**src/design/csvt_pkg.sv**
```systemverilog
package csvt_pkg;

  // default sizing for the top level parameters
  localparam int MaxRowsDefault   = 1024;
  localparam int MaxColumnDefault = 255;

  // row limit register
  localparam int                CfgW         = 11;
  localparam logic [CfgW-1:0]   CfgRowsReset = 11'd1024;

  // output field widths
  localparam int RowOutW = 11;
  localparam int ColOutW = 8;

  // bundle queue between front and back
  localparam int QueueDepth = 4;
  localparam int QPtrW      = $clog2(QueueDepth);
  localparam int QCntW      = $clog2(QueueDepth + 1);

  // input op codes
  localparam logic OpByte = 1'b0;
  localparam logic OpEnd  = 1'b1;

  // special characters
  localparam logic [7:0] ChQuote = 8'h22;
  localparam logic [7:0] ChComma = 8'h2C;
  localparam logic [7:0] ChLf    = 8'h0A;
  localparam logic [7:0] ChCr    = 8'h0D;

  // end-of-input status codes
  localparam logic [1:0] StatusOk        = 2'd0;
  localparam logic [1:0] StatusNoHeader  = 2'd1;
  localparam logic [1:0] StatusOpenQuote = 2'd2;

  typedef enum logic [1:0] {
    KindByte,
    KindField,
    KindRecord,
    KindStatus
  } kind_e;

  typedef enum logic [1:0] {
    PhStart,
    PhUnquoted,
    PhQuoted,
    PhQuoteSeen
  } phase_e;

  // one accepted item's worth of results; result i has kind first_kind + i
  typedef struct packed {
    logic [1:0]         cnt;
    kind_e              first_kind;
    logic [7:0]         data;
    logic               hdr;
    logic [RowOutW-1:0] row;
    logic [ColOutW-1:0] col;
    logic [1:0]         status;
    logic [RowOutW-1:0] total;
  } bundle_t;

endpackage

```
**src/design/csv_stream_tokenizer_unit.sv**
```systemverilog
// csv tokenizer: one byte or end-of-input request per cycle on the input side
// path: an accepted request is written into the bundle queue, then its results are loaded into the output register
// throughput: one request per cycle accepted while the 4-entry bundle queue has room;
//   one result per cycle delivered while out_ready_i takes it; a request can give 2 or 3 results
// reset: asynchronous, active low; clears parser, queue and output valid, row limit to 1024
module csv_stream_tokenizer_unit
  import csvt_pkg::*;
#(
  parameter int MaxRows        = MaxRowsDefault,
  parameter int MaxColumnIndex = MaxColumnDefault
) (
  input  logic               clk_i,
  input  logic               rst_ni,
  // row limit register
  input  logic               cfg_we_i,
  input  logic [CfgW-1:0]    cfg_wdata_i,
  // byte request channel
  input  logic               in_valid_i,
  output logic               in_ready_o,
  input  logic               op_i,
  input  logic [7:0]         in_byte_i,
  // result channel
  output logic               out_valid_o,
  input  logic               out_ready_i,
  output logic [1:0]         kind_o,
  output logic [7:0]         out_byte_o,
  output logic               is_header_o,
  output logic [RowOutW-1:0] row_number_o,
  output logic [ColOutW-1:0] column_number_o,
  output logic [1:0]         status_o,
  output logic               last_o
);

  // front to queue
  bundle_t push_bundle;
  logic    push;
  logic    q_full;
  // queue to back
  bundle_t head;
  logic    q_empty;
  logic    pop;

  // front: parser state machine, classifies each request into a result bundle
  csvt_front #(
    .MaxRows        (MaxRows),
    .MaxColumnIndex (MaxColumnIndex)
  ) u_front (
    .clk_i       (clk_i),
    .rst_ni      (rst_ni),
    .cfg_we_i    (cfg_we_i),
    .cfg_wdata_i (cfg_wdata_i),
    .in_valid_i  (in_valid_i),
    .in_ready_o  (in_ready_o),
    .op_i        (op_i),
    .in_byte_i   (in_byte_i),
    .q_full_i    (q_full),
    .push_o      (push),
    .bundle_o    (push_bundle)
  );

  // bundle queue, requests with no result never enter it
  csvt_fifo u_fifo (
    .clk_i   (clk_i),
    .rst_ni  (rst_ni),
    .push_i  (push),
    .wdata_i (push_bundle),
    .pop_i   (pop),
    .rdata_o (head),
    .full_o  (q_full),
    .empty_o (q_empty)
  );

  // back: unrolls each bundle into one result per cycle through the output register, while the output is taken
  csvt_back u_back (
    .clk_i           (clk_i),
    .rst_ni          (rst_ni),
    .head_i          (head),
    .empty_i         (q_empty),
    .pop_o           (pop),
    .out_valid_o     (out_valid_o),
    .out_ready_i     (out_ready_i),
    .kind_o          (kind_o),
    .out_byte_o      (out_byte_o),
    .is_header_o     (is_header_o),
    .row_number_o    (row_number_o),
    .column_number_o (column_number_o),
    .status_o        (status_o),
    .last_o          (last_o)
  );

endmodule

```
**src/design/csvt_front.sv**
```systemverilog
module csvt_front
  import csvt_pkg::*;
#(
  parameter int MaxRows        = MaxRowsDefault,
  parameter int MaxColumnIndex = MaxColumnDefault
) (
  input  logic            clk_i,
  input  logic            rst_ni,
  input  logic            cfg_we_i,
  input  logic [CfgW-1:0] cfg_wdata_i,
  input  logic            in_valid_i,
  output logic            in_ready_o,
  input  logic            op_i,
  input  logic [7:0]      in_byte_i,
  input  logic            q_full_i,
  output logic            push_o,
  output bundle_t         bundle_o
);

  localparam int RowW = $clog2(MaxRows + 1);
  localparam int ColW = $clog2(MaxColumnIndex + 1);
  localparam int LimW = (RowW > CfgW) ? RowW : CfgW;

  logic [CfgW-1:0] max_rows_q;
  phase_e          phase_q, phase_d;
  logic            swallow_q, swallow_d;
  logic            header_q, header_d;
  logic [RowW-1:0] rows_q, rows_d;
  logic [ColW-1:0] fcount_q, fcount_d;
  logic            nonempty_q, nonempty_d;
  logic            stopped_q, stopped_d;

  logic [LimW-1:0] cfg_ext, max_ext, limit;
  logic            accept;
  logic            rec_open;
  logic            do_content, do_field, do_rec;
  logic [1:0]      st_code;
  logic [RowW-1:0] cur_row;
  logic [RowW+RowOutW-1:0] cur_row_ext, tot_row_ext;
  logic [ColW+ColOutW-1:0] col_ext;
  logic            emit_status;

  assign cfg_ext = LimW'(max_rows_q);
  assign max_ext = LimW'(MaxRows);
  assign limit   = (cfg_ext < max_ext) ? cfg_ext : max_ext;

  assign in_ready_o = !q_full_i;
  assign accept     = in_valid_i && in_ready_o;
  assign rec_open   = (fcount_q != '0) || nonempty_q;
  assign cur_row    = header_q ? rows_q : '0;

  // classify the item
  always_comb begin
    do_content = 1'b0;
    do_field   = 1'b0;
    do_rec     = 1'b0;
    swallow_d  = swallow_q;
    phase_d    = phase_q;
    if (op_i == OpEnd) begin
      if (!stopped_q && phase_q != PhQuoted) begin
        do_rec = rec_open;
      end
    end else if (!stopped_q) begin
      swallow_d = 1'b0;
      if (!(swallow_q && in_byte_i == ChLf)) begin
        if (phase_q == PhQuoted) begin
          if (in_byte_i == ChQuote) begin
            phase_d = PhQuoteSeen;
          end else begin
            do_content = 1'b1;
          end
        end else if (phase_q == PhQuoteSeen && in_byte_i == ChQuote) begin
          do_content = 1'b1;
          phase_d    = PhQuoted;
        end else if (in_byte_i == ChComma) begin
          do_field = 1'b1;
          phase_d  = PhStart;
        end else if (in_byte_i == ChLf) begin
          do_rec = 1'b1;
        end else if (in_byte_i == ChCr) begin
          do_rec    = 1'b1;
          swallow_d = 1'b1;
        end else if (phase_q == PhStart && in_byte_i == ChQuote) begin
          phase_d = PhQuoted;
        end else begin
          do_content = 1'b1;
          phase_d    = PhUnquoted;
        end
      end
    end
  end

  // apply the parser effects
  always_comb begin
    header_d   = header_q;
    rows_d     = rows_q;
    fcount_d   = fcount_q;
    nonempty_d = nonempty_q;
    stopped_d  = stopped_q;
    if (do_content) begin
      nonempty_d = 1'b1;
    end
    if (do_field) begin
      if (fcount_q < ColW'(MaxColumnIndex)) begin
        fcount_d = fcount_q + ColW'(1);
      end
      nonempty_d = 1'b0;
    end
    if (do_rec) begin
      if (rec_open) begin
        if (!header_q) begin
          header_d = 1'b1;
        end else if (LimW'(rows_q) < limit) begin
          rows_d = rows_q + RowW'(1);
        end
      end
      if (header_d && LimW'(rows_d) >= limit) begin
        stopped_d = 1'b1;
      end
      fcount_d   = '0;
      nonempty_d = 1'b0;
    end
  end

  always_comb begin
    st_code = StatusOk;
    if (!stopped_q) begin
      if (phase_q == PhQuoted) begin
        st_code = StatusOpenQuote;
      end else if (!header_d) begin
        st_code = StatusNoHeader;
      end
    end
  end

  assign emit_status = (op_i == OpEnd);
  assign cur_row_ext = {{RowOutW{1'b0}}, cur_row};
  assign tot_row_ext = {{RowOutW{1'b0}}, rows_d};
  assign col_ext     = {{ColOutW{1'b0}}, fcount_q};

  // build the result bundle
  always_comb begin
    bundle_o            = '0;
    bundle_o.hdr        = !header_q;
    bundle_o.row        = cur_row_ext[RowOutW-1:0];
    bundle_o.col        = col_ext[ColOutW-1:0];
    bundle_o.total      = tot_row_ext[RowOutW-1:0];
    bundle_o.status     = st_code;
    bundle_o.first_kind = KindField;
    if (emit_status) begin
      if (do_rec && rec_open) begin
        bundle_o.cnt = 2'd3;
      end else begin
        bundle_o.cnt        = 2'd1;
        bundle_o.first_kind = KindStatus;
      end
    end else if (do_content) begin
      bundle_o.cnt        = 2'd1;
      bundle_o.first_kind = KindByte;
      bundle_o.data       = in_byte_i;
    end else if (do_field) begin
      bundle_o.cnt = 2'd1;
    end else if (do_rec && rec_open) begin
      bundle_o.cnt = 2'd2;
    end
  end

  assign push_o = accept && (bundle_o.cnt != 2'd0);

  always_ff @(posedge clk_i or negedge rst_ni) begin
    if (!rst_ni) begin
      max_rows_q <= CfgRowsReset;
    end else if (cfg_we_i) begin
      max_rows_q <= cfg_wdata_i;
    end
  end

  always_ff @(posedge clk_i or negedge rst_ni) begin
    if (!rst_ni) begin
      phase_q    <= PhStart;
      swallow_q  <= 1'b0;
      header_q   <= 1'b0;
      rows_q     <= '0;
      fcount_q   <= '0;
      nonempty_q <= 1'b0;
      stopped_q  <= 1'b0;
    end else if (accept) begin
      if (op_i == OpEnd) begin
        // end of input returns the parser to its reset state
        phase_q    <= PhStart;
        swallow_q  <= 1'b0;
        header_q   <= 1'b0;
        rows_q     <= '0;
        fcount_q   <= '0;
        nonempty_q <= 1'b0;
        stopped_q  <= 1'b0;
      end else begin
        phase_q    <= do_rec ? PhStart : phase_d;
        swallow_q  <= swallow_d;
        header_q   <= header_d;
        rows_q     <= rows_d;
        fcount_q   <= fcount_d;
        nonempty_q <= nonempty_d;
        stopped_q  <= stopped_d;
      end
    end
  end

endmodule

```
**src/design/csvt_fifo.sv**
```systemverilog
module csvt_fifo
  import csvt_pkg::*;
(
  input  logic    clk_i,
  input  logic    rst_ni,
  input  logic    push_i,
  input  bundle_t wdata_i,
  input  logic    pop_i,
  output bundle_t rdata_o,
  output logic    full_o,
  output logic    empty_o
);

  bundle_t          mem_q [QueueDepth];
  logic [QPtrW-1:0] wptr_q, rptr_q;
  logic [QCntW-1:0] cnt_q;
  logic             do_push, do_pop;

  assign full_o  = (cnt_q == QCntW'(QueueDepth));
  assign empty_o = (cnt_q == '0);
  assign do_push = push_i && !full_o;
  assign do_pop  = pop_i && !empty_o;
  assign rdata_o = mem_q[rptr_q];

  always_ff @(posedge clk_i) begin
    if (do_push) begin
      mem_q[wptr_q] <= wdata_i;
    end
  end

  always_ff @(posedge clk_i or negedge rst_ni) begin
    if (!rst_ni) begin
      wptr_q <= '0;
      rptr_q <= '0;
      cnt_q  <= '0;
    end else begin
      if (do_push) begin
        wptr_q <= (wptr_q == QPtrW'(QueueDepth - 1)) ? '0 : wptr_q + QPtrW'(1);
      end
      if (do_pop) begin
        rptr_q <= (rptr_q == QPtrW'(QueueDepth - 1)) ? '0 : rptr_q + QPtrW'(1);
      end
      if (do_push && !do_pop) begin
        cnt_q <= cnt_q + QCntW'(1);
      end else if (do_pop && !do_push) begin
        cnt_q <= cnt_q - QCntW'(1);
      end
    end
  end

endmodule

```
**src/design/csvt_back.sv**
```systemverilog
module csvt_back
  import csvt_pkg::*;
(
  input  logic               clk_i,
  input  logic               rst_ni,
  input  bundle_t            head_i,
  input  logic               empty_i,
  output logic               pop_o,
  output logic               out_valid_o,
  input  logic               out_ready_i,
  output logic [1:0]         kind_o,
  output logic [7:0]         out_byte_o,
  output logic               is_header_o,
  output logic [RowOutW-1:0] row_number_o,
  output logic [ColOutW-1:0] column_number_o,
  output logic [1:0]         status_o,
  output logic               last_o
);

  logic [1:0]         idx_q;
  logic               valid_q;
  kind_e              kind_q;
  logic [7:0]         byte_q;
  logic               hdr_q;
  logic [RowOutW-1:0] row_q;
  logic [ColOutW-1:0] col_q;
  logic [1:0]         status_q;
  logic               last_q;

  logic  load;
  kind_e kind_cur;
  logic  is_status;
  logic  is_last;

  assign load      = !empty_i && (!valid_q || out_ready_i);
  assign kind_cur  = kind_e'(head_i.first_kind + idx_q);
  assign is_status = (kind_cur == KindStatus);
  assign is_last   = (idx_q == head_i.cnt - 2'd1);
  assign pop_o     = load && is_last;

  always_ff @(posedge clk_i or negedge rst_ni) begin
    if (!rst_ni) begin
      valid_q <= 1'b0;
      idx_q   <= '0;
    end else begin
      if (load) begin
        valid_q <= 1'b1;
        idx_q   <= is_last ? 2'd0 : idx_q + 2'd1;
      end else if (out_ready_i) begin
        valid_q <= 1'b0;
      end
    end
  end

  always_ff @(posedge clk_i) begin
    if (load) begin
      kind_q   <= kind_cur;
      byte_q   <= (kind_cur == KindByte) ? head_i.data : 8'd0;
      hdr_q    <= is_status ? 1'b0 : head_i.hdr;
      row_q    <= is_status ? head_i.total : head_i.row;
      col_q    <= is_status ? '0 : head_i.col;
      status_q <= is_status ? head_i.status : StatusOk;
      last_q   <= is_last;
    end
  end

  assign out_valid_o     = valid_q;
  assign kind_o          = kind_q;
  assign out_byte_o      = byte_q;
  assign is_header_o     = hdr_q;
  assign row_number_o    = row_q;
  assign column_number_o = col_q;
  assign status_o        = status_q;
  assign last_o          = last_q;

endmodule

```
**config.mk**
```make
export PLATFORM = sky130hd
export DESIGN_NAME = csv_stream_tokenizer_unit
export DESIGN_NICKNAME = d
export VERILOG_FILES = /design/src/design/csvt_pkg.sv /design/src/design/csv_stream_tokenizer_unit.sv /design/src/design/csvt_front.sv /design/src/design/csvt_fifo.sv /design/src/design/csvt_back.sv
export SDC_FILE = /design/constraint.sdc
export NUM_CORES = 1
export LEC_CHECK = 0
export ABC_AREA = 1
export BUFFER_PORTS_ARGS = -buffer_cell sky130_fd_sc_hd__buf_2
export CORE_ASPECT_RATIO = 1.25
export CORE_MARGIN = 4
export CORE_UTILIZATION = 45
export CTS_CLUSTER_SIZE = 25
export DETAILED_ROUTE_END_ITERATION = 8
export GPL_TIMING_DRIVEN = 1
export PLACE_DENSITY_LB_ADDON = 0.05
export SLEW_MARGIN = 20
export SYNTH_ARGS = -nofsm -noshare
export SYNTH_HDL_FRONTEND = slang
export SYNTH_SLANG_ARGS = --single-unit
```
**constraint.sdc**
```tcl
create_clock -name clk_i -period 4.5 [get_ports clk_i]
set_clock_uncertainty 0.2 [all_clocks]
set_input_delay 0.9 -clock clk_i [delete_from_list [all_inputs] [get_ports clk_i]]
set_output_delay 0.9 -clock clk_i [all_outputs]
set_load 0.05 [all_outputs]
```
# --- Word level (Yosys, flattened, before mapping) ---
# Memory sizes are Yosys's and may differ from the RTL's.
# Cells that the tools add are included.
op_classes:
  n_addsub: 9
  magnitude_cmp: 4
  eq_ne: 18
  n_mux: 87
  reduce_logical: 40
ops:
  columns: ["operator", "count"]
  rows:
  - ["$mux 11", 9]
  - ["$mux 1", 48]
  - ["$mux 2", 21]
  - ["$mux 8", 5]
  - ["$eq 8x4->1 const B", 2]
  - ["$eq 8x6->1 const B", 2]
  - ["$logic_and 1x1->1", 14]
  - ["$add 11x1->11 const B", 1]
  - ["$ge 11x11->1", 1]
  - ["$lt 11x11->1", 1]
  - ["$lt 11x11->1 const B", 1]
  - ["$eq 2x2->1 const B", 5]
  - ["$reduce_bool 2->1", 5]
  - ["$mux 9", 1]
  - ["$add 8x1->8 const B", 1]
  - ["$lt 8x8->1 const B", 1]
  - ["$reduce_bool 8->1", 1]
  - ["$logic_not 1->1", 7]
  - ["$add 2x1->2 const B", 3]
  - ["$mux 3", 2]
  - ["$ne 6x2->1 const B", 1]
  - ["$ne 6x5->1 const B", 1]
  - ["$reduce_and 3->1", 2]
  - ["$reduce_and 6->1", 1]
  - ["other kinds (17)", 22]
totals:
  register_bits: 79
  ramBits: 180
  input_bits: 25
  output_inout_bits: 35
  word_cells: 179
  n_memories: 1
memory_table:
  columns: ["memory", "depth", "width", "rd", "rd_ports_with_merged_regs", "write_ports", "line_no", "text"]
  rows:
  - ["u_fifo.mem_q", 4, 45, 1, 0, 1, "csvt_fifo.sv:14", "bundle_t mem_q [QueueDepth];"]

# --- Logic depth before layout (Yosys ltp) ---
# Gate-level depths: netlist of run 1.
depth:
  depth_word: 21
  depth_mapped: 23
  ltp_nobuf: 22

# --- Modules after synthesis ---
# Synthesis of run 1 repeated with hierarchy kept, for this count alone.
unflattened:
  cells_unflattened: 1246
  area_unflattened_um2: 12570.8
by_module_without_submodules:
  columns: ["mod", "instances", "cells_each", "area_per_inst_um2", "seq_area_each_um2"]
  rows:
  - ["csvt_fifo", 1, 585, 7711.1, 5580.4]
  - ["csvt_front", 1, 504, 3249.4, 902.1]
  - ["csvt_back", 1, 157, 1610.3, 1066.0]

# --- Worst setup path after synthesis of run 1 ---
# No wires, ideal clock.
synth_path:
  kind: "input to register"
  from: "input port in_byte_i[6]"
  to: "memory u_fifo.mem_q[0][0] (netlist name), enable pin"
  setup_ns: 0.448
  t_arrival_ns: 3.688
  required_time_ns: 3.852
  setup_slack_ns: 0.164
  stages: 11
  path_buffers: 0
  cell_sequence: "inv_2 nand2_2 nor2_4 nand2_1 nand2_1 nand3_2 nand2_4 nand3_1 nand4_2 nand2_2 nor2_1"
synth_between:
  elab_chain_len: 19
  word_cells_on_any_way: 42
  classes_between: "eq/ne: 4; mux: 31; reduce/logical: 7"
synth_rtl:
  columns: ["element", "line_no", "text"]
  rows:
  - ["start, declared", "csv_stream_tokenizer_unit.sv:21", "input logic [7:0] in_byte_i,"]
  - ["$eq 8x4->1", "csvt_front.sv:80", "end else if (in_byte_i == ChCr) begin"]
  - ["$mux 1", "csvt_front.sv:80", null]
  - ["$mux 1", "csvt_front.sv:78", "end else if (in_byte_i == ChLf) begin"]
  - ["$mux 1", "csvt_front.sv:75", "end else if (in_byte_i == ChComma) begin"]
  - ["$mux 1", "csvt_front.sv:72", "end else if (phase_q == PhQuoteSeen && in_byte_i == ChQuote) begin"]
  - ["$mux 1", "csvt_front.sv:66", "if (phase_q == PhQuoted) begin"]
  - ["$mux 1", "csvt_front.sv:65", "if (!(swallow_q && in_byte_i == ChLf)) begin"]
  - ["$mux 1", "csvt_front.sv:63", "end else if (!stopped_q) begin"]
  - ["(+3 left out)", null, null]
  - ["$mux 2", "csvt_front.sv:161", "end else if (do_field) begin"]
  - ["$mux 2", "csvt_front.sv:157", "end else if (do_content) begin"]
  - ["$mux 4 *", "csvt_front.sv:150", "if (emit_status) begin"]
  - ["$reduce_bool 2->1 *", "csvt_front.sv:168", "assign push_o = accept && (bundle_o.cnt != 2'd0);"]
  - ["$logic_and 1x1->1 *", "csvt_front.sv:168", null]
  - ["$logic_and 1x1->1 *", "csvt_fifo.sv:21", "assign do_push = push_i && !full_o;"]
  - ["$mux 1 *", "csvt_fifo.sv:26", "if (do_push) begin"]
  - ["$mux 1 (implied by the code) *", "csvt_fifo.sv:27", "mem_q[wptr_q] <= wdata_i;"]
  - ["end, declared", "csvt_fifo.sv:14", null]
# Mark *: on every way between the ends. The rest lies on a longest branch, timed or not.

# --- Worst setup path in the final report of run 1 ---
layout_path:
  from: "register u_fifo.rptr_q[1]"
  to: "register u_fifo.cnt_q[2]"
layout_between:
  elab_chain_len: 8
  word_cells_on_any_way: 10
  classes_between: "add/sub: 1; eq/ne: 1; mux: 1; reduce/logical: 6; memory: 1"
layout_rtl:
  columns: ["element", "line_no", "text"]
  rows:
  - ["start, declared", "csvt_fifo.sv:15", "logic [QPtrW-1:0] wptr_q, rptr_q;"]
  - ["start signal, assigned", "csvt_fifo.sv:41", "rptr_q <= (rptr_q == QPtrW'(QueueDepth - 1)) ? '0 : rptr_q + QPtrW'(1);"]
  - ["$mem_v2 4x45 *", null, null]
  - ["$sub 2x1->2 *", "csvt_back.sv:38", "assign is_last = (idx_q == head_i.cnt - 2'd1);"]
  - ["$eq 2x2->1 *", "csvt_back.sv:38", null]
  - ["named net u_back.is_last", "csvt_back.sv:33", "logic is_last;"]
  - ["$logic_and 1x1->1 *", "csvt_back.sv:39", "assign pop_o = load && is_last;"]
  - ["$logic_and 1x1->1 *", "csvt_fifo.sv:22", "assign do_pop = pop_i && !empty_o;"]
  - ["$logic_not 1->1", "csvt_fifo.sv:43", "if (do_push && !do_pop) begin"]
  - ["$logic_and 1x1->1", "csvt_fifo.sv:43", null]
  - ["$mux 3 / $reduce_bool 2->1 (equally long branches)", null, null]
  - ["end signal, assigned", "csvt_fifo.sv:44", "cnt_q <= cnt_q + QCntW'(1);"]
  - ["end signal, assigned", "csvt_fifo.sv:46", "cnt_q <= cnt_q - QCntW'(1);"]
  - ["end, declared", "csvt_fifo.sv:16", "logic [QCntW-1:0] cnt_q;"]
# Mark *: on every way through the listed nets, which the timed path passes. The rest lies on a longest branch.
# A chain may end at the register's enable or synchronous reset.

==> results of run 1 <==
[worst min path at each step]
stage / start / to / slack [ps]
after floorplan: u_front.cfg_ext[1]$_DFFE_PN0P_ / u_front.cfg_ext[1]$_DFFE_PN0P_ / 280
after global placement: u_front.cfg_ext[7]$_DFFE_PN0P_ / u_front.cfg_ext[7]$_DFFE_PN0P_ / 290
after detailed placement: u_front.cfg_ext[4]$_DFFE_PN0P_ / u_front.cfg_ext[4]$_DFFE_PN0P_ / 300
after CTS: rst_ni / u_back.out_valid_o$_DFFE_PN0P_ / 280
after global routing: rst_ni / u_back.out_valid_o$_DFFE_PN0P_ / 330
final: rst_ni / u_back.out_valid_o$_DFFE_PN0P_ / 260
[cells in the final DEF, fill, tap and decap left out, drive strengths merged, types with 30 or more instances in the layout]
| cell type | instances |
|---|---|
| edfxtp | 213 |
| nor2 | 194 |
| nand2 | 176 |
| o21ai | 111 |
| inv | 97 |
| buf | 75 |
| nand3 | 58 |
| dfrtp | 45 |
| ha | 31 |
| clkbuf | 30 |
[cell families (layout without fill, tap and decap cells)]
family / after synthesis / after routing / synth area share, %
buffers and inverters: 142 / 222 / 5.186
and+or+nand+nor: 459 / 459 / 16.94
AOI/OAI and AO/OA: 183 / 183 / 8.690
DFF: 259 / 259 / 64.25
xor gates and xnor gates: 8 / 8 / 0.5964
muxes: 9 / 9 / 0.8626
adders and majority gates: 32 / 32 / 3.472
[flip-flops by register name (all words and copies together) (netlist names), 2 cells and up]
signal                  flops
u_fifo.mem_q              180
u_back.row_number_o        11
u_front.cfg_ext            11
u_front.rows_q             11
u_back.column_number_o      8
u_back.out_byte_o           8
u_front.fcount_q            8
u_fifo.cnt_q                3
u_back.idx_q                2
u_back.kind_o               2
u_back.status_o             2
u_fifo.rptr_q               2
u_fifo.wptr_q               2
u_front.phase_q             2
[layer usage]
metal  global-route usage [%]  vias to the layer above  part of all wire (%)
li1                         -                     3875                     -
met5                        0                        -                     0
met3                    1.884                       33                   4.0
met1                    26.11                     3638                    48
met2                    28.71                      157                    46
met4                    3.805                        0                   1.4
[layout make-up]
class                      count  area share (%)
sequential                   259           56.75
multi-input combinational    691           27.33
inverter                      98           2.821
clock inverter                19           1.477
timing repair buffer          75           3.310
clock buffer                  30           5.163
tap                          335           3.151
[power breakdown]
part	internal [W]	switching (W)
clock network	0.00132	0.000883
logic	0.000966	0.00262
registers	0.00344	0.000303
total	0.00573	0.00381
[stage by stage]
step	hold slack, ps	utilization (%)
2_1_floorplan	281.0	-
3_3_place_gp	292.9	48.79
3_5_place_dp	296.9	48.79
4_1_cts	284.6	52.26
5_1_grt	325.0	52.26
6_report	258.6	52.26
[critical path, cell delays in order, from the launching register on]
cell and delay (ps):
sky130_fd_sc_hd__dfrtp_1 860, sky130_fd_sc_hd__buf_4 490, sky130_fd_sc_hd__nand3_1 130, sky130_fd_sc_hd__nand2_1 160, sky130_fd_sc_hd__xor2_1 190, sky130_fd_sc_hd__nand2_1 70
sky130_fd_sc_hd__nand2_1 80, sky130_fd_sc_hd__inv_1 60, sky130_fd_sc_hd__nand2_1 120, sky130_fd_sc_hd__ha_1 160, sky130_fd_sc_hd__inv_1 70, sky130_fd_sc_hd__fa_1 430
sky130_fd_sc_hd__a21oi_1 140, sky130_fd_sc_hd__o21ai_0 110, sky130_fd_sc_hd__xor2_1 150
==> report_table.html, run 1 <==
<table>
<tr><th>Metric</th><th>Value</th></tr>
<tr><th colspan="2">Status</th></tr>
<tr><td>Status</td><td>complete, no violations</td></tr>
<tr><th colspan="2">Route</th></tr>
<tr><td>ANT nets after route</td><td>0</td></tr>
<tr><td>Total iterations of the first detailed-routing run</td><td>5</td></tr>
<tr><td>DRC violations left</td><td>0</td></tr>
<tr><td>DR WL/cell</td><td>between 15 and 20 µm</td></tr>
<tr><td>Vias</td><td>7703</td></tr>
<tr><td>Via/cell ratio</td><td>between 5 and 6</td></tr>
<tr><td>Iteration-0 DRC count of the detailed router</td><td>489</td></tr>
<tr><td>Total length of routed wires</td><td>roughly 26000 µm</td></tr>
<tr><th colspan="2">Timing</th></tr>
<tr><td>Max-slew violation total from the final report</td><td>0</td></tr>
<tr><td>Final critical-path setup slack</td><td>roughly 960 ps</td></tr>
<tr><td>RSZ-0062 raised after global routing</td><td>no</td></tr>
<tr><td>Fraction of the cycle the final worst path needs</td><td>~79%</td></tr>
<tr><td>Post-layout minimum cycle time</td><td>3545 ps</td></tr>
<tr><td>Total of endpoints with negative setup slack in the final report</td><td>0</td></tr>
<tr><td>Accumulated negative setup slack</td><td>0 ps</td></tr>
<tr><td>Highest achievable clock rate</td><td>between 200 and 300 MHz</td></tr>
<tr><td>Final hold violation count</td><td>0</td></tr>
<tr><td>Transition time at the pin with the least slew margin</td><td>~1000 ps</td></tr>
<tr><td>Slew headroom</td><td>30.82%</td></tr>
<tr><th colspan="2">Worst setup path</th></tr>
<tr><td>Capture point of the worst reg-to-reg path</td><td>u_fifo.cnt_q[2]$_DFFE_PN0P_</td></tr>
<tr><td>Crit Reg-Reg Startpoint</td><td>u_fifo.rptr_q[1]$_DFFE_PN0P_</td></tr>
<tr><td>Crit path to</td><td>u_fifo.cnt_q[2]$_DFFE_PN0P_</td></tr>
<tr><td>Crit Path Max Fanout</td><td>30</td></tr>
<tr><td>Kind of critical path</td><td>flop to flop</td></tr>
<tr><td>Crit. End Element</td><td>flop</td></tr>
<tr><td>Worst reg-to-reg path cell count</td><td>14</td></tr>
<tr><td>Req. time, crit path</td><td>between 4000 and 5000 ps</td></tr>
<tr><td>Worst Setup SP</td><td>u_fifo.rptr_q[1]$_DFFE_PN0P_</td></tr>
<tr><td>Reg2Reg Setup Slack</td><td>between 900 and 1000 ps</td></tr>
<tr><td>Crit path arrival time</td><td>~3700 ps</td></tr>
<tr><td>CP Launch Type</td><td>flop</td></tr>
<tr><th colspan="2">Clocking</th></tr>
<tr><td>Buffer levels on the longest clock path</td><td>3</td></tr>
<tr><td>Clk Latency, worst-skew pair</td><td>~520 ps</td></tr>
<tr><td>Clock root buffer</td><td>sky130_fd_sc_hd__clkbuf_16</td></tr>
<tr><td># clock sinks</td><td>roughly 260</td></tr>
<tr><td>CTS hold repair buffers</td><td>0</td></tr>
<tr><td>TritonCTS clock tree</td><td>done</td></tr>
<tr><td>Reg clk slew, reported paths</td><td>~60 ps</td></tr>
<tr><td>Count of cells resized by post-cts repair</td><td>0</td></tr>
<tr><td>Post-CTS Setup Repair Bufs</td><td>0</td></tr>
<tr><td>Clock buffer count from CTS</td><td>27</td></tr>
<tr><td>Htree depth</td><td>1</td></tr>
<tr><th colspan="2">Logic synthesis</th></tr>
<tr><td>Count of distinct cell types in the synthesized netlist</td><td>48</td></tr>
<tr><td>Synth Flop Type</td><td>sky130_fd_sc_hd__edfxtp_1</td></tr>
<tr><td>Synth async-reset ratio</td><td>between 10% and 20%</td></tr>
<tr><td>Post-Synthesis Cells</td><td>between 1000 and 1500</td></tr>
<tr><td>Yosys reg bits</td><td>approximately 260</td></tr>
<tr><td>Top cells by area, synth</td><td>sky130_fd_sc_hd__edfxtp_1 54%, sky130_fd_sc_hd__dfrtp_1 9.6%, sky130_fd_sc_hd__nor2_1 5.9%, sky130_fd_sc_hd__nand2_1 5.4%, sky130_fd_sc_hd__o21ai_0 4.3%</td></tr>
<tr><td>Mapped Nets</td><td>about 1100</td></tr>
<tr><td>Per-instance average area after synthesis</td><td>approximately 11 µm²</td></tr>
<tr><td>Most common library cells after synthesis</td><td>213 x sky130_fd_sc_hd__edfxtp_1, 184 x sky130_fd_sc_hd__nor2_1, 168 x sky130_fd_sc_hd__nand2_1, 100 x sky130_fd_sc_hd__o21ai_0, 84 x sky130_fd_sc_hd__inv_1</td></tr>
<tr><td>Dominant cell by count in the synthesized netlist</td><td>sky130_fd_sc_hd__edfxtp_1</td></tr>
<tr><td>Post-synth top area cell</td><td>sky130_fd_sc_hd__edfxtp_1</td></tr>
<tr><td>Number of flops mapped to enable cells by yosys</td><td>between 200 and 250</td></tr>
<tr><td>Sequential element share of the synthesized area</td><td>~64%</td></tr>
<tr><td>Netlist Area Pre-Place</td><td>~12000 µm²</td></tr>
<tr><td>Yosys warning count</td><td>0</td></tr>
<tr><td>Proportion of netlist area held by the largest area contributor</td><td>54.44%</td></tr>
<tr><th colspan="2">Global routing</th></tr>
<tr><td>Pin count of the biggest net entering global routing</td><td>between 70 and 80</td></tr>
<tr><td>First-pass GRT wire length</td><td>around 41000 µm</td></tr>
<tr><td>Number of antenna violations at the first check in global routing</td><td>0</td></tr>
<tr><td>Overall routing resource usage</td><td>~18%</td></tr>
<tr><td>Global route overflow</td><td>0</td></tr>
<tr><td>Number of global-route vias before repair</td><td>7344</td></tr>
<tr><th colspan="2">Power</th></tr>
<tr><td>Overall power consumption</td><td>about 0.0095 W</td></tr>
<tr><td>Max IR drop VDD</td><td>~0.00036 V</td></tr>
<tr><td>Pleak</td><td>around 5.4 nW</td></tr>
<tr><td>Total power divided by cell area</td><td>717.1 nW/µm²</td></tr>
<tr><th colspan="2">Placed design</th></tr>
<tr><td>GP Congestion</td><td>about 0.83</td></tr>
<tr><td>Number of cells in the design after placement</td><td>approximately 1500</td></tr>
<tr><td>Worst slack, placed</td><td>a little under 900 ps</td></tr>
<tr><td>Number of input and output port buffers inserted</td><td>59</td></tr>
<tr><td>DPL Wire Length</td><td>between 15000 and 20000 µm</td></tr>
<tr><td>Cell area after placement</td><td>about 12000 µm²</td></tr>
<tr><th colspan="2">Die</th></tr>
<tr><td>Effective utilization at floorplan</td><td>46.15%</td></tr>
<tr><td>Total number of placement rows</td><td>65</td></tr>
<tr><td>Die X-Extent</td><td>152.5 µm</td></tr>
<tr><td>Core ar.</td><td>25460 µm²</td></tr>
<tr><td>Die Span Y</td><td>around 190 µm</td></tr>
<tr><td>Total die area</td><td>28770 µm²</td></tr>
<tr><td>Number of top-level design ports</td><td>60</td></tr>
<tr><th colspan="2">Cells and area</th></tr>
<tr><td>Area growth, synth to finish</td><td>13.24%</td></tr>
<tr><td>Post-layout instance area</td><td>about 13000 µm²</td></tr>
<tr><td>Total area of sequential cells</td><td>7550 µm²</td></tr>
<tr><td>Fraction of layout instances using a drive strength above 1</td><td>around 15%</td></tr>
<tr><td>Final net count</td><td>1209</td></tr>
<tr><td>Total of fill cells in the finished design</td><td>2282</td></tr>
<tr><td>Finished Layout Cells</td><td>about 1500</td></tr>
<tr><td>Area taken by multi-input logic gates</td><td>approximately 3600 µm²</td></tr>
<tr><td>Ant diodes</td><td>0</td></tr>
<tr><th colspan="2">Hold path</th></tr>
<tr><td>Hold Path Class</td><td>input port to asynchronous set/reset pin</td></tr>
<tr><th colspan="2">Job</th></tr>
<tr><td>Max cap viols</td><td>0</td></tr>
</table>
No activity file was read; power rests on OpenSTA's default activity.
==> run 2: changes to the inputs <==
==> constraint.sdc (replaced) <==
create_clock -name clk_i -period 3.5 [get_ports clk_i]
set_clock_uncertainty 0.2 [all_clocks]
set_input_delay 0.7 -clock clk_i [delete_from_list [all_inputs] [get_ports clk_i]]
set_output_delay 0.7 -clock clk_i [all_outputs]
set_load 0.05 [all_outputs]
==> run 2 against run 1 <==
  * Wire length fell by 0.41%
  * Combinational power rose by 35%
  * Worst hold slack got worse by 240 ps
  * Total power rose by 29%
  * Via count rose by 2.2%
  * Critical endpoint is now u_front.stopped_q$_DFFE_PN0P_
  * Largest cell class unchanged
  * Highest routed layer unchanged
==> report_table.html, run 2 (synthesis results as in run 1) <==
<table>
<tr><th>Metric</th><th>Value</th></tr>
<tr><th colspan="2">Route</th></tr>
<tr><td>Metal2 WL</td><td>12020 µm (was 11860 µm)</td></tr>
<tr><td>Total length of routed wires</td><td>25600 µm (was 25700 µm)</td></tr>
<tr><td>Routed metal-1 wire length</td><td>12040 µm (was 12440 µm)</td></tr>
<tr><td>DRC violations left</td><td>0 (unchanged)</td></tr>
<tr><td>Via/cell ratio</td><td>5.170 (was 5.111)</td></tr>
<tr><td>ANT nets after route</td><td>0 (unchanged)</td></tr>
<tr><td>Vias</td><td>7874 (was 7703)</td></tr>
<tr><td>Top Metal Used</td><td>met4 (unchanged)</td></tr>
<tr><td>Total iterations of the first detailed-routing run</td><td>5 (unchanged)</td></tr>
<tr><td>Met3 wirelength from detailed routing</td><td>1032 µm (was 1030 µm)</td></tr>
<tr><td>Iteration-0 DRC count of the detailed router</td><td>390 (was 489)</td></tr>
<tr><td>DR WL/cell</td><td>16.81 µm (was 17.06 µm)</td></tr>
<tr><th colspan="2">Cells and area</th></tr>
<tr><td>Post-layout utilization of the core</td><td>52.89% (was 52.26%)</td></tr>
<tr><td>Area taken by multi-input logic gates</td><td>3638 µm² (was 3636 µm²)</td></tr>
<tr><td>Total of fill cells in the finished design</td><td>2283 (was 2282)</td></tr>
<tr><td>Ant diodes</td><td>0 (unchanged)</td></tr>
<tr><td>Final net count</td><td>1225 (was 1209)</td></tr>
<tr><td>Post-layout instance area</td><td>13460 µm² (was 13300 µm²)</td></tr>
<tr><td>Most frequent standard cell in the layout excluding fill and tap cells</td><td>sky130_fd_sc_hd__edfxtp_1 (unchanged)</td></tr>
<tr><td>Max FFs per register</td><td>180 (unchanged)</td></tr>
<tr><td>Total area of sequential cells</td><td>7550 µm² (unchanged)</td></tr>
<tr><td>Register with the most flip-flops</td><td>u_fifo.mem_q (unchanged)</td></tr>
<tr><td>Fraction of layout instances using a drive strength above 1</td><td>16.16% (was 15.10%)</td></tr>
<tr><td>Area growth, synth to finish</td><td>14.59% (was 13.24%)</td></tr>
<tr><td>Finished Layout Cells</td><td>1523 (was 1507)</td></tr>
<tr><td>Most frequent cells in the layout</td><td>213 x sky130_fd_sc_hd__edfxtp_1, 180 x sky130_fd_sc_hd__nor2_1, 167 x sky130_fd_sc_hd__nand2_1 (was 213 x sky130_fd_sc_hd__edfxtp_1, 180 x sky130_fd_sc_hd__nor2_1, 168 x sky130_fd_sc_hd__nand2_1)</td></tr>
<tr><th colspan="2">Worst setup path</th></tr>
<tr><td>Kind of critical path</td><td>flop to flop (unchanged)</td></tr>
<tr><td>Cell class contributing the biggest share of worst-path delay</td><td>simple AND/OR/NAND/NOR gates (was flip-flops)</td></tr>
<tr><td>CP Launch Type</td><td>flop (unchanged)</td></tr>
<tr><td>Req. time, crit path</td><td>3750 ps (was 4700 ps)</td></tr>
<tr><td>Cells traversed along the worst timing path</td><td>clkinvlp_4 &gt; buf_4 &gt; nand2_1 &gt; ha_1 &gt; a21oi_1 &gt; a21oi_2 &gt; nor2_4 &gt; buf_12 &gt; nand4_1 &gt; nand2_1 &gt; inv_1 &gt; ha_1 &gt; nand4_1 &gt; nand3b_1 &gt; nand4_1 &gt; o2111ai_1 &gt; a21oi_1 (was buf_4 &gt; nand3_1 &gt; nand2_1 &gt; xor2_1 &gt; nand2_1 &gt; nand2_1 &gt; inv_1 &gt; nand2_1 &gt; ha_1 &gt; inv_1 &gt; fa_1 &gt; a21oi_1 &gt; o21ai_0 &gt; xor2_1)</td></tr>
<tr><td>Peak per-stage delay on the critical path</td><td>570 ps (was 860 ps)</td></tr>
<tr><td>Critical path buffer and inverter count</td><td>4 (was 3)</td></tr>
<tr><td>Crit Path Max Fanout</td><td>19 (was 30)</td></tr>
<tr><td>Most common cell type on the critical path</td><td>sky130_fd_sc_hd__nand4_1 (was sky130_fd_sc_hd__nand2_1)</td></tr>
<tr><td>CP max-delay cell</td><td>sky130_fd_sc_hd__dfstp_2 (was sky130_fd_sc_hd__dfrtp_1)</td></tr>
<tr><td>Crit. End Element</td><td>flop (unchanged)</td></tr>
<tr><td>Crit path depth</td><td>17 (was 14)</td></tr>
<tr><td>Crit path arrival time</td><td>3530 ps (was 3740 ps)</td></tr>
<tr><td>Worst reg-to-reg path cell count</td><td>17 (was 14)</td></tr>
<tr><th colspan="2">Timing</th></tr>
<tr><td>Transition time at the pin with the least slew margin</td><td>794.5 ps (was 1034 ps)</td></tr>
<tr><td>Final hold violation count</td><td>0 (unchanged)</td></tr>
<tr><td>Final critical-path setup slack</td><td>215.8 ps (was 955.2 ps)</td></tr>
<tr><td>RSZ-0062 raised after global routing</td><td>yes (was no)</td></tr>
<tr><td>Total of endpoints with negative setup slack in the final report</td><td>0 (unchanged)</td></tr>
<tr><td>Post-layout minimum cycle time</td><td>3284 ps (was 3545 ps)</td></tr>
<tr><td>Highest achievable clock rate</td><td>304.5 MHz (was 282.1 MHz)</td></tr>
<tr><td>Slew headroom</td><td>47.04% (was 30.82%)</td></tr>
<tr><td>Hold slack final</td><td>18.68 ps (was 258.6 ps)</td></tr>
<tr><td>Max-slew violation total from the final report</td><td>0 (unchanged)</td></tr>
<tr><td>Fraction of the cycle the final worst path needs</td><td>93.83% (was 78.77%)</td></tr>
<tr><th colspan="2">Status</th></tr>
<tr><td>Status</td><td>complete, no violations (unchanged)</td></tr>
<tr><th colspan="2">Placed design</th></tr>
<tr><td>Worst slack, placed</td><td>64.74 ps (was 873.7 ps)</td></tr>
<tr><td>Number of input and output port buffers inserted</td><td>59 (unchanged)</td></tr>
<tr><td>GP Congestion</td><td>0.8497 (was 0.8261)</td></tr>
<tr><td>Number of cells in the design after placement</td><td>1470 (was 1458)</td></tr>
<tr><td>Cell area after placement</td><td>12550 µm² (was 12420 µm²)</td></tr>
<tr><td>DPL Wire Length</td><td>16040 µm (was 16500 µm)</td></tr>
<tr><th colspan="2">Clocking</th></tr>
<tr><td># clock sinks</td><td>259 (unchanged)</td></tr>
<tr><td>Clock root buffer</td><td>sky130_fd_sc_hd__clkbuf_16 (unchanged)</td></tr>
<tr><td>Htree depth</td><td>1 (unchanged)</td></tr>
<tr><td>Clk Latency, worst-skew pair</td><td>520 ps (about the same)</td></tr>
<tr><td>CTS hold repair buffers</td><td>0 (unchanged)</td></tr>
<tr><td>TritonCTS clock tree</td><td>done (unchanged)</td></tr>
<tr><td>Clock buffer count from CTS</td><td>26 (was 27)</td></tr>
<tr><td>Buffer levels on the longest clock path</td><td>3 (unchanged)</td></tr>
<tr><td>Reg clk slew, reported paths</td><td>60 ps (about the same)</td></tr>
<tr><th colspan="2">Die</th></tr>
<tr><td>Die Span Y</td><td>188.7 µm (unchanged)</td></tr>
<tr><td>Effective utilization at floorplan</td><td>46.15% (unchanged)</td></tr>
<tr><td>Number of top-level design ports</td><td>60 (unchanged)</td></tr>
<tr><td>Die X-Extent</td><td>152.5 µm (unchanged)</td></tr>
<tr><td>Core ar.</td><td>25460 µm² (unchanged)</td></tr>
<tr><td>Total die area</td><td>28770 µm² (unchanged)</td></tr>
<tr><td>Total number of placement rows</td><td>65 (unchanged)</td></tr>
<tr><th colspan="2">Global routing</th></tr>
<tr><td>Number of global-route vias before repair</td><td>7788 (was 7344)</td></tr>
<tr><td>Number of antenna violations at the first check in global routing</td><td>0 (unchanged)</td></tr>
<tr><td>First-pass GRT wire length</td><td>41010 µm (was 41300 µm)</td></tr>
<tr><td>Pin count of the biggest net entering global routing</td><td>77 (was 75)</td></tr>
<tr><td>Overall routing resource usage</td><td>17.61% (was 17.70%)</td></tr>
<tr><td>Global route overflow</td><td>0 (unchanged)</td></tr>
<tr><th colspan="2">Power</th></tr>
<tr><td>Max IR drop VDD</td><td>0.0005452 V (was 0.0003637 V)</td></tr>
<tr><td>Pleak</td><td>5.493 nW (was 5.411 nW)</td></tr>
<tr><td>Total power divided by cell area</td><td>917.3 nW/µm² (was 717.1 nW/µm²)</td></tr>
<tr><th colspan="2">Job</th></tr>
<tr><td>Max cap viols</td><td>0 (unchanged)</td></tr>
<tr><th colspan="2">Hold path</th></tr>
<tr><td>Hold Path Class</td><td>input port to asynchronous set/reset pin (unchanged)</td></tr>
</table>
-- run 2: changes by cell type in the layout (fill, tap and decap cells not counted), moves of 2 or more --
cell and delta:
sky130_fd_sc_hd__clkinvlp_4 -2, sky130_fd_sc_hd__buf_12 +4, sky130_fd_sc_hd__clkbuf_8 +5, sky130_fd_sc_hd__buf_4 +12
sky130_fd_sc_hd__clkbuf_1 +5, sky130_fd_sc_hd__bufinv_16 -2, sky130_fd_sc_hd__clkinv_1 -2, sky130_fd_sc_hd__clkinv_2 -4
-- run 2: final cells by class --
class	count	area share, %
Sequential cell	259	56.08
Multi-Input combinational cell	691	27.03
Clock buffer	40	5.753
Timing Repair Buffer	91	4.535
Tap cell	335	3.113
Inverter	98	2.816
Clock inverter	8	0.6413
Timing Repair inverter	1	0.03717
-- run 2: report_power, final --
group | total [W] | leakage, nW | internal, W | switching (W)
Clock | 0.00277 | 0.423 | 0.00166 | 0.00111
Combinational | 0.00485 | 2.49 | 0.00139 | 0.00346
Sequential | 0.00474 | 2.58 | 0.00442 | 0.000311
-- run 2: layer usage --
| layer | global-route usage [%] | up-vias |
|---|---|---|
| li1 | - | 3913 |
| met1 | 24.56 | 3784 |
| met2 | 29.77 | 143 |
| met3 | 1.953 | 34 |
| met4 | 4.422 | 0 |
| met5 | 0 | - |
-- run 2: timing repair --
action                                  in CTS  in global routing
endpoints found under the setup margin       0                  1
buffers inserted                             0                  4
resized for setup                            0                  3
-- run 2: path summary, 6_finish.rpt --
check,start,end,slack (ps)
min in group clk_i,cfg_wdata_i[0],u_front.cfg_ext[0]$_DFFE_PN0P_,180
worst max register to register,u_front.cfg_ext[10]$_DFFE_PN1P_,u_front.stopped_q$_DFFE_PN0P_,220
worst min register to register,u_front.cfg_ext[7]$_DFFE_PN0P_,u_front.cfg_ext[7]$_DFFE_PN0P_,310
worst min-delay path,rst_ni,u_front.cfg_ext[5]$_DFFE_PN0P_,20
max in group asynchronous,rst_ni,u_front.rows_q[10]$_DFFE_PN0P_,2420
worst max-delay path,u_front.cfg_ext[10]$_DFFE_PN1P_,u_front.stopped_q$_DFFE_PN0P_,220
-- run 2: through the flow --
| step | setup TNS (ps) | total power [W] |
|---|---|---|
| after floorplan | -114430 | 0.008264 |
| after CTS | 0 | 0.01247 |
| after global placement | 0 | 0.009635 |
| after global routing | -133.5 | 0.01323 |
| after detailed placement | 0 | 0.009671 |
| final | 0 | 0.01235 |
==> run 3: changes to the inputs <==
==> constraint.sdc (replaced) <==
create_clock -name clk_i -period 3.76 [get_ports clk_i]
set_clock_uncertainty 0.2 [all_clocks]
set_input_delay 0.752 -clock clk_i [delete_from_list [all_inputs] [get_ports clk_i]]
set_output_delay 0.752 -clock clk_i [all_outputs]
set_load 0.05 [all_outputs]
==> run 3 against run 2 <==
  * Worst hold slack better by 120 ps
  * Total power down 7.3%
  * Combinational power down 7.6%
  * Sequential power down 6.8%
  * Die area unchanged
  * Via count down 0.85%
  * First-iteration DRC count up 18%
  * Final cell count down 0.85%
==> report_table.html, run 3 (synthesis results as in run 1) <==
<table>
<tr><th>Metric</th><th>Value</th></tr>
<tr><th colspan="2">Status</th></tr>
<tr><td>Status</td><td>complete, no violations (unchanged)</td></tr>
<tr><th colspan="2">Route</th></tr>
<tr><td>ANT nets after route</td><td>0 (unchanged)</td></tr>
<tr><td>DRC violations left</td><td>0 (unchanged)</td></tr>
<tr><td>Via/cell ratio</td><td>5.170 (about the same)</td></tr>
<tr><td>DR WL/cell</td><td>16.91 µm (was 16.81 µm)</td></tr>
<tr><td>Total iterations of the first detailed-routing run</td><td>4 (was 5)</td></tr>
<tr><td>Total length of routed wires</td><td>25540 µm (was 25600 µm)</td></tr>
<tr><td>Vias</td><td>7807 (was 7874)</td></tr>
<tr><td>Iteration-0 DRC count of the detailed router</td><td>461 (was 390)</td></tr>
<tr><th colspan="2">Worst setup path</th></tr>
<tr><td>Req. time, crit path</td><td>4000 ps (was 3750 ps)</td></tr>
<tr><td>Crit. End Element</td><td>flop (unchanged)</td></tr>
<tr><td>Crit path arrival time</td><td>3520 ps (was 3530 ps)</td></tr>
<tr><td>CP Launch Type</td><td>flop (unchanged)</td></tr>
<tr><td>Kind of critical path</td><td>flop to flop (unchanged)</td></tr>
<tr><td>Crit Path Max Fanout</td><td>19 (unchanged)</td></tr>
<tr><th colspan="2">Timing</th></tr>
<tr><td>Fraction of the cycle the final worst path needs</td><td>87.38% (was 93.83%)</td></tr>
<tr><td>Max-slew violation total from the final report</td><td>0 (unchanged)</td></tr>
<tr><td>Post-layout minimum cycle time</td><td>3285 ps (was 3284 ps)</td></tr>
<tr><td>Final hold violation count</td><td>0 (unchanged)</td></tr>
<tr><td>Highest achievable clock rate</td><td>304.4 MHz (was 304.5 MHz)</td></tr>
<tr><td>Transition time at the pin with the least slew margin</td><td>948.6 ps (was 794.5 ps)</td></tr>
<tr><td>Total of endpoints with negative setup slack in the final report</td><td>0 (unchanged)</td></tr>
<tr><td>RSZ-0062 raised after global routing</td><td>no (was yes)</td></tr>
<tr><td>Slew headroom</td><td>36.76% (was 47.04%)</td></tr>
<tr><td>Final critical-path setup slack</td><td>474.7 ps (was 215.8 ps)</td></tr>
<tr><th colspan="2">Hold path</th></tr>
<tr><td>Hold Path Class</td><td>input port to asynchronous set/reset pin (unchanged)</td></tr>
<tr><th colspan="2">Placed design</th></tr>
<tr><td>Worst slack, placed</td><td>322.7 ps (was 64.74 ps)</td></tr>
<tr><td>DPL Wire Length</td><td>15440 µm (was 16040 µm)</td></tr>
<tr><td>GP Congestion</td><td>0.8406 (was 0.8497)</td></tr>
<tr><td>Number of input and output port buffers inserted</td><td>59 (unchanged)</td></tr>
<tr><th colspan="2">Clocking</th></tr>
<tr><td>Buffer levels on the longest clock path</td><td>3 (unchanged)</td></tr>
<tr><td>TritonCTS clock tree</td><td>done (unchanged)</td></tr>
<tr><td>Post-CTS Setup Repair Bufs</td><td>0 (unchanged)</td></tr>
<tr><td>Htree depth</td><td>1 (unchanged)</td></tr>
<tr><td>Clock root buffer</td><td>sky130_fd_sc_hd__clkbuf_16 (unchanged)</td></tr>
<tr><td>Reg clk slew, reported paths</td><td>60 ps (about the same)</td></tr>
<tr><td>Clock buffer count from CTS</td><td>27 (was 26)</td></tr>
<tr><td>Count of cells resized by post-cts repair</td><td>0 (unchanged)</td></tr>
<tr><td>Clk Latency, worst-skew pair</td><td>520 ps (about the same)</td></tr>
<tr><td>CTS hold repair buffers</td><td>0 (unchanged)</td></tr>
<tr><td># clock sinks</td><td>259 (unchanged)</td></tr>
<tr><th colspan="2">Global routing</th></tr>
<tr><td>Number of global-route vias before repair</td><td>7707 (was 7788)</td></tr>
<tr><td>Global route overflow</td><td>0 (unchanged)</td></tr>
<tr><td>Pin count of the biggest net entering global routing</td><td>87 (was 77)</td></tr>
<tr><td>Number of antenna violations at the first check in global routing</td><td>0 (unchanged)</td></tr>
<tr><td>Overall routing resource usage</td><td>17.66% (was 17.61%)</td></tr>
<tr><td>First-pass GRT wire length</td><td>41060 µm (was 41010 µm)</td></tr>
<tr><th colspan="2">Cells and area</th></tr>
<tr><td>Post-layout utilization of the core</td><td>52.40% (was 52.89%)</td></tr>
<tr><td>Final net count</td><td>1214 (was 1225)</td></tr>
<tr><td>Max FFs per register</td><td>180 (unchanged)</td></tr>
<tr><td>Most frequent cells in the layout</td><td>213 x sky130_fd_sc_hd__edfxtp_1, 180 x sky130_fd_sc_hd__nor2_1, 168 x sky130_fd_sc_hd__nand2_1 (was 213 x sky130_fd_sc_hd__edfxtp_1, 180 x sky130_fd_sc_hd__nor2_1, 167 x sky130_fd_sc_hd__nand2_1)</td></tr>
<tr><td>Area growth, synth to finish</td><td>13.54% (was 14.59%)</td></tr>
<tr><td>Most frequent standard cell in the layout excluding fill and tap cells</td><td>sky130_fd_sc_hd__edfxtp_1 (unchanged)</td></tr>
<tr><td>Fraction of layout instances using a drive strength above 1</td><td>15.06% (was 16.16%)</td></tr>
<tr><td>Ant diodes</td><td>0 (unchanged)</td></tr>
<tr><td>Register with the most flip-flops</td><td>u_fifo.mem_q (unchanged)</td></tr>
<tr><th colspan="2">Die</th></tr>
<tr><td>Total number of placement rows</td><td>65 (unchanged)</td></tr>
<tr><td>Effective utilization at floorplan</td><td>46.15% (unchanged)</td></tr>
<tr><td>Number of top-level design ports</td><td>60 (unchanged)</td></tr>
<tr><td>Die X-Extent</td><td>152.5 µm (unchanged)</td></tr>
<tr><td>Total die area</td><td>28770 µm² (unchanged)</td></tr>
<tr><td>Die Span Y</td><td>188.7 µm (unchanged)</td></tr>
<tr><td>Core ar.</td><td>25460 µm² (unchanged)</td></tr>
<tr><th colspan="2">Power</th></tr>
<tr><td>Pleak</td><td>5.429 nW (was 5.493 nW)</td></tr>
<tr><td>Sw Pwr</td><td>0.004562 W (was 0.004873 W)</td></tr>
<tr><td>Total power divided by cell area</td><td>858.2 nW/µm² (was 917.3 nW/µm²)</td></tr>
<tr><td>Flop pwr share</td><td>38.6% (was 38.3%)</td></tr>
<tr><td>Overall power consumption</td><td>0.01145 W (was 0.01235 W)</td></tr>
<tr><td>Clock network power share</td><td>22.2% (was 22.4%)</td></tr>
<tr><td>Max IR drop VDD</td><td>0.0004962 V (was 0.0005452 V)</td></tr>
<tr><td>Int Pwr</td><td>0.006885 W (was 0.007477 W)</td></tr>
<tr><td>Combinational group share of total power</td><td>39.1% (was 39.2%)</td></tr>
<tr><td>Switching Share</td><td>39.85% (was 39.46%)</td></tr>
<tr><th colspan="2">Job</th></tr>
<tr><td>Max cap viols</td><td>0 (unchanged)</td></tr>
</table>
==> run 3: cell types whose count changed in the layout (fill, tap and decap cells not counted), sizes merged <==
cell and delta:
clkinvlp -1, clkbuf -9, buf -11, inv +1, bufinv +1, clkinv +6
==> run 3: layer usage <==
layer / vias to the layer above / wire [µm] / GRT usage, %
met5: - / 0 / 0
met4: 0 / 283 / 3.154
met3: 20 / 1058 / 2.343
met2: 148 / 12070 / 30.01
met1: 3761 / 12130 / 24.80
li1: 3878 / - / -
==> run 3: critical path, stage by stage (launching register included) <==
cell and delay, ps:
sky130_fd_sc_hd__dfstp_2 360, sky130_fd_sc_hd__inv_1 280, sky130_fd_sc_hd__nand2_1 160, sky130_fd_sc_hd__ha_1 320, sky130_fd_sc_hd__nand2_1 60, sky130_fd_sc_hd__nand2_1 40
sky130_fd_sc_hd__nand2_1 50, sky130_fd_sc_hd__nand2_1 50, sky130_fd_sc_hd__nand2_1 50, sky130_fd_sc_hd__nand2_1 70, sky130_fd_sc_hd__nor2_4 130, sky130_fd_sc_hd__buf_12 150
sky130_fd_sc_hd__nand4_1 90, sky130_fd_sc_hd__nand2_1 130, sky130_fd_sc_hd__inv_1 50, sky130_fd_sc_hd__ha_1 310, sky130_fd_sc_hd__nand2_1 70, sky130_fd_sc_hd__o21ai_0 200
sky130_fd_sc_hd__nand2_1 70, sky130_fd_sc_hd__nand4_1 100, sky130_fd_sc_hd__o2111ai_1 110, sky130_fd_sc_hd__a21oi_1 140
==> run 3: final cells by class <==
cell class	instances	area, µm²
clock buffers	31	690.7
flip-flops and latches	259	7550
clock inverters	16	152.6
well taps	335	419.2
inverters	98	375.4
multi-input cells	691	3636
fillers	2245	12120
repair buffers	80	515.5
==> run 3: power by group through the flow <==
stage / Sequential [W] / Clock [W] / Combinational, W
after floorplan: 0.00509 / 0 / 0.00261
after global placement: 0.00447 / 0 / 0.00447
after detailed placement: 0.00448 / 0 / 0.00452
after CTS: 0.00442 / 0.00261 / 0.00453
after global routing: 0.00450 / 0.00274 / 0.00500
final: 0.00442 / 0.00254 / 0.00448
==> run 3: path summary, 6_finish.rpt <==
path,start,to,slack [ps],depth (start not counted)
setup reg to reg,u_front.cfg_ext[10]$_DFFE_PN1P_,u_front.stopped_q$_DFFE_PN0P_,470,21
max in group asynchronous,rst_ni,u_front.cfg_ext[10]$_DFFE_PN1P_,2530,2
min in group clk_i,out_ready_i,u_back.out_valid_o$_DFFE_PN0P_,240,2
setup / recovery,u_front.cfg_ext[10]$_DFFE_PN1P_,u_front.stopped_q$_DFFE_PN0P_,470,21
hold reg to reg,u_front.cfg_ext[7]$_DFFE_PN0P_,u_front.cfg_ext[7]$_DFFE_PN0P_,310,1
hold / removal,rst_ni,u_front.cfg_ext[2]$_DFFE_PN0P_,130,1
==> run 3: stage by stage <==
step / setup TNS (ps) / instances / hold WS, ps / area (µm²)
2_1_floorplan: -76990 / 1092 / 256.4 / 11760
3_3_place_gp: 0 / 1462 / 296.6 / 12480
3_5_place_dp: 0 / 1462 / 300.7 / 12480
4_1_cts: 0 / 1509 / 155.8 / 13320
5_1_grt: 0 / 1510 / 168.0 / 13340
6_report: 0 / 1510 / 133.8 / 13340
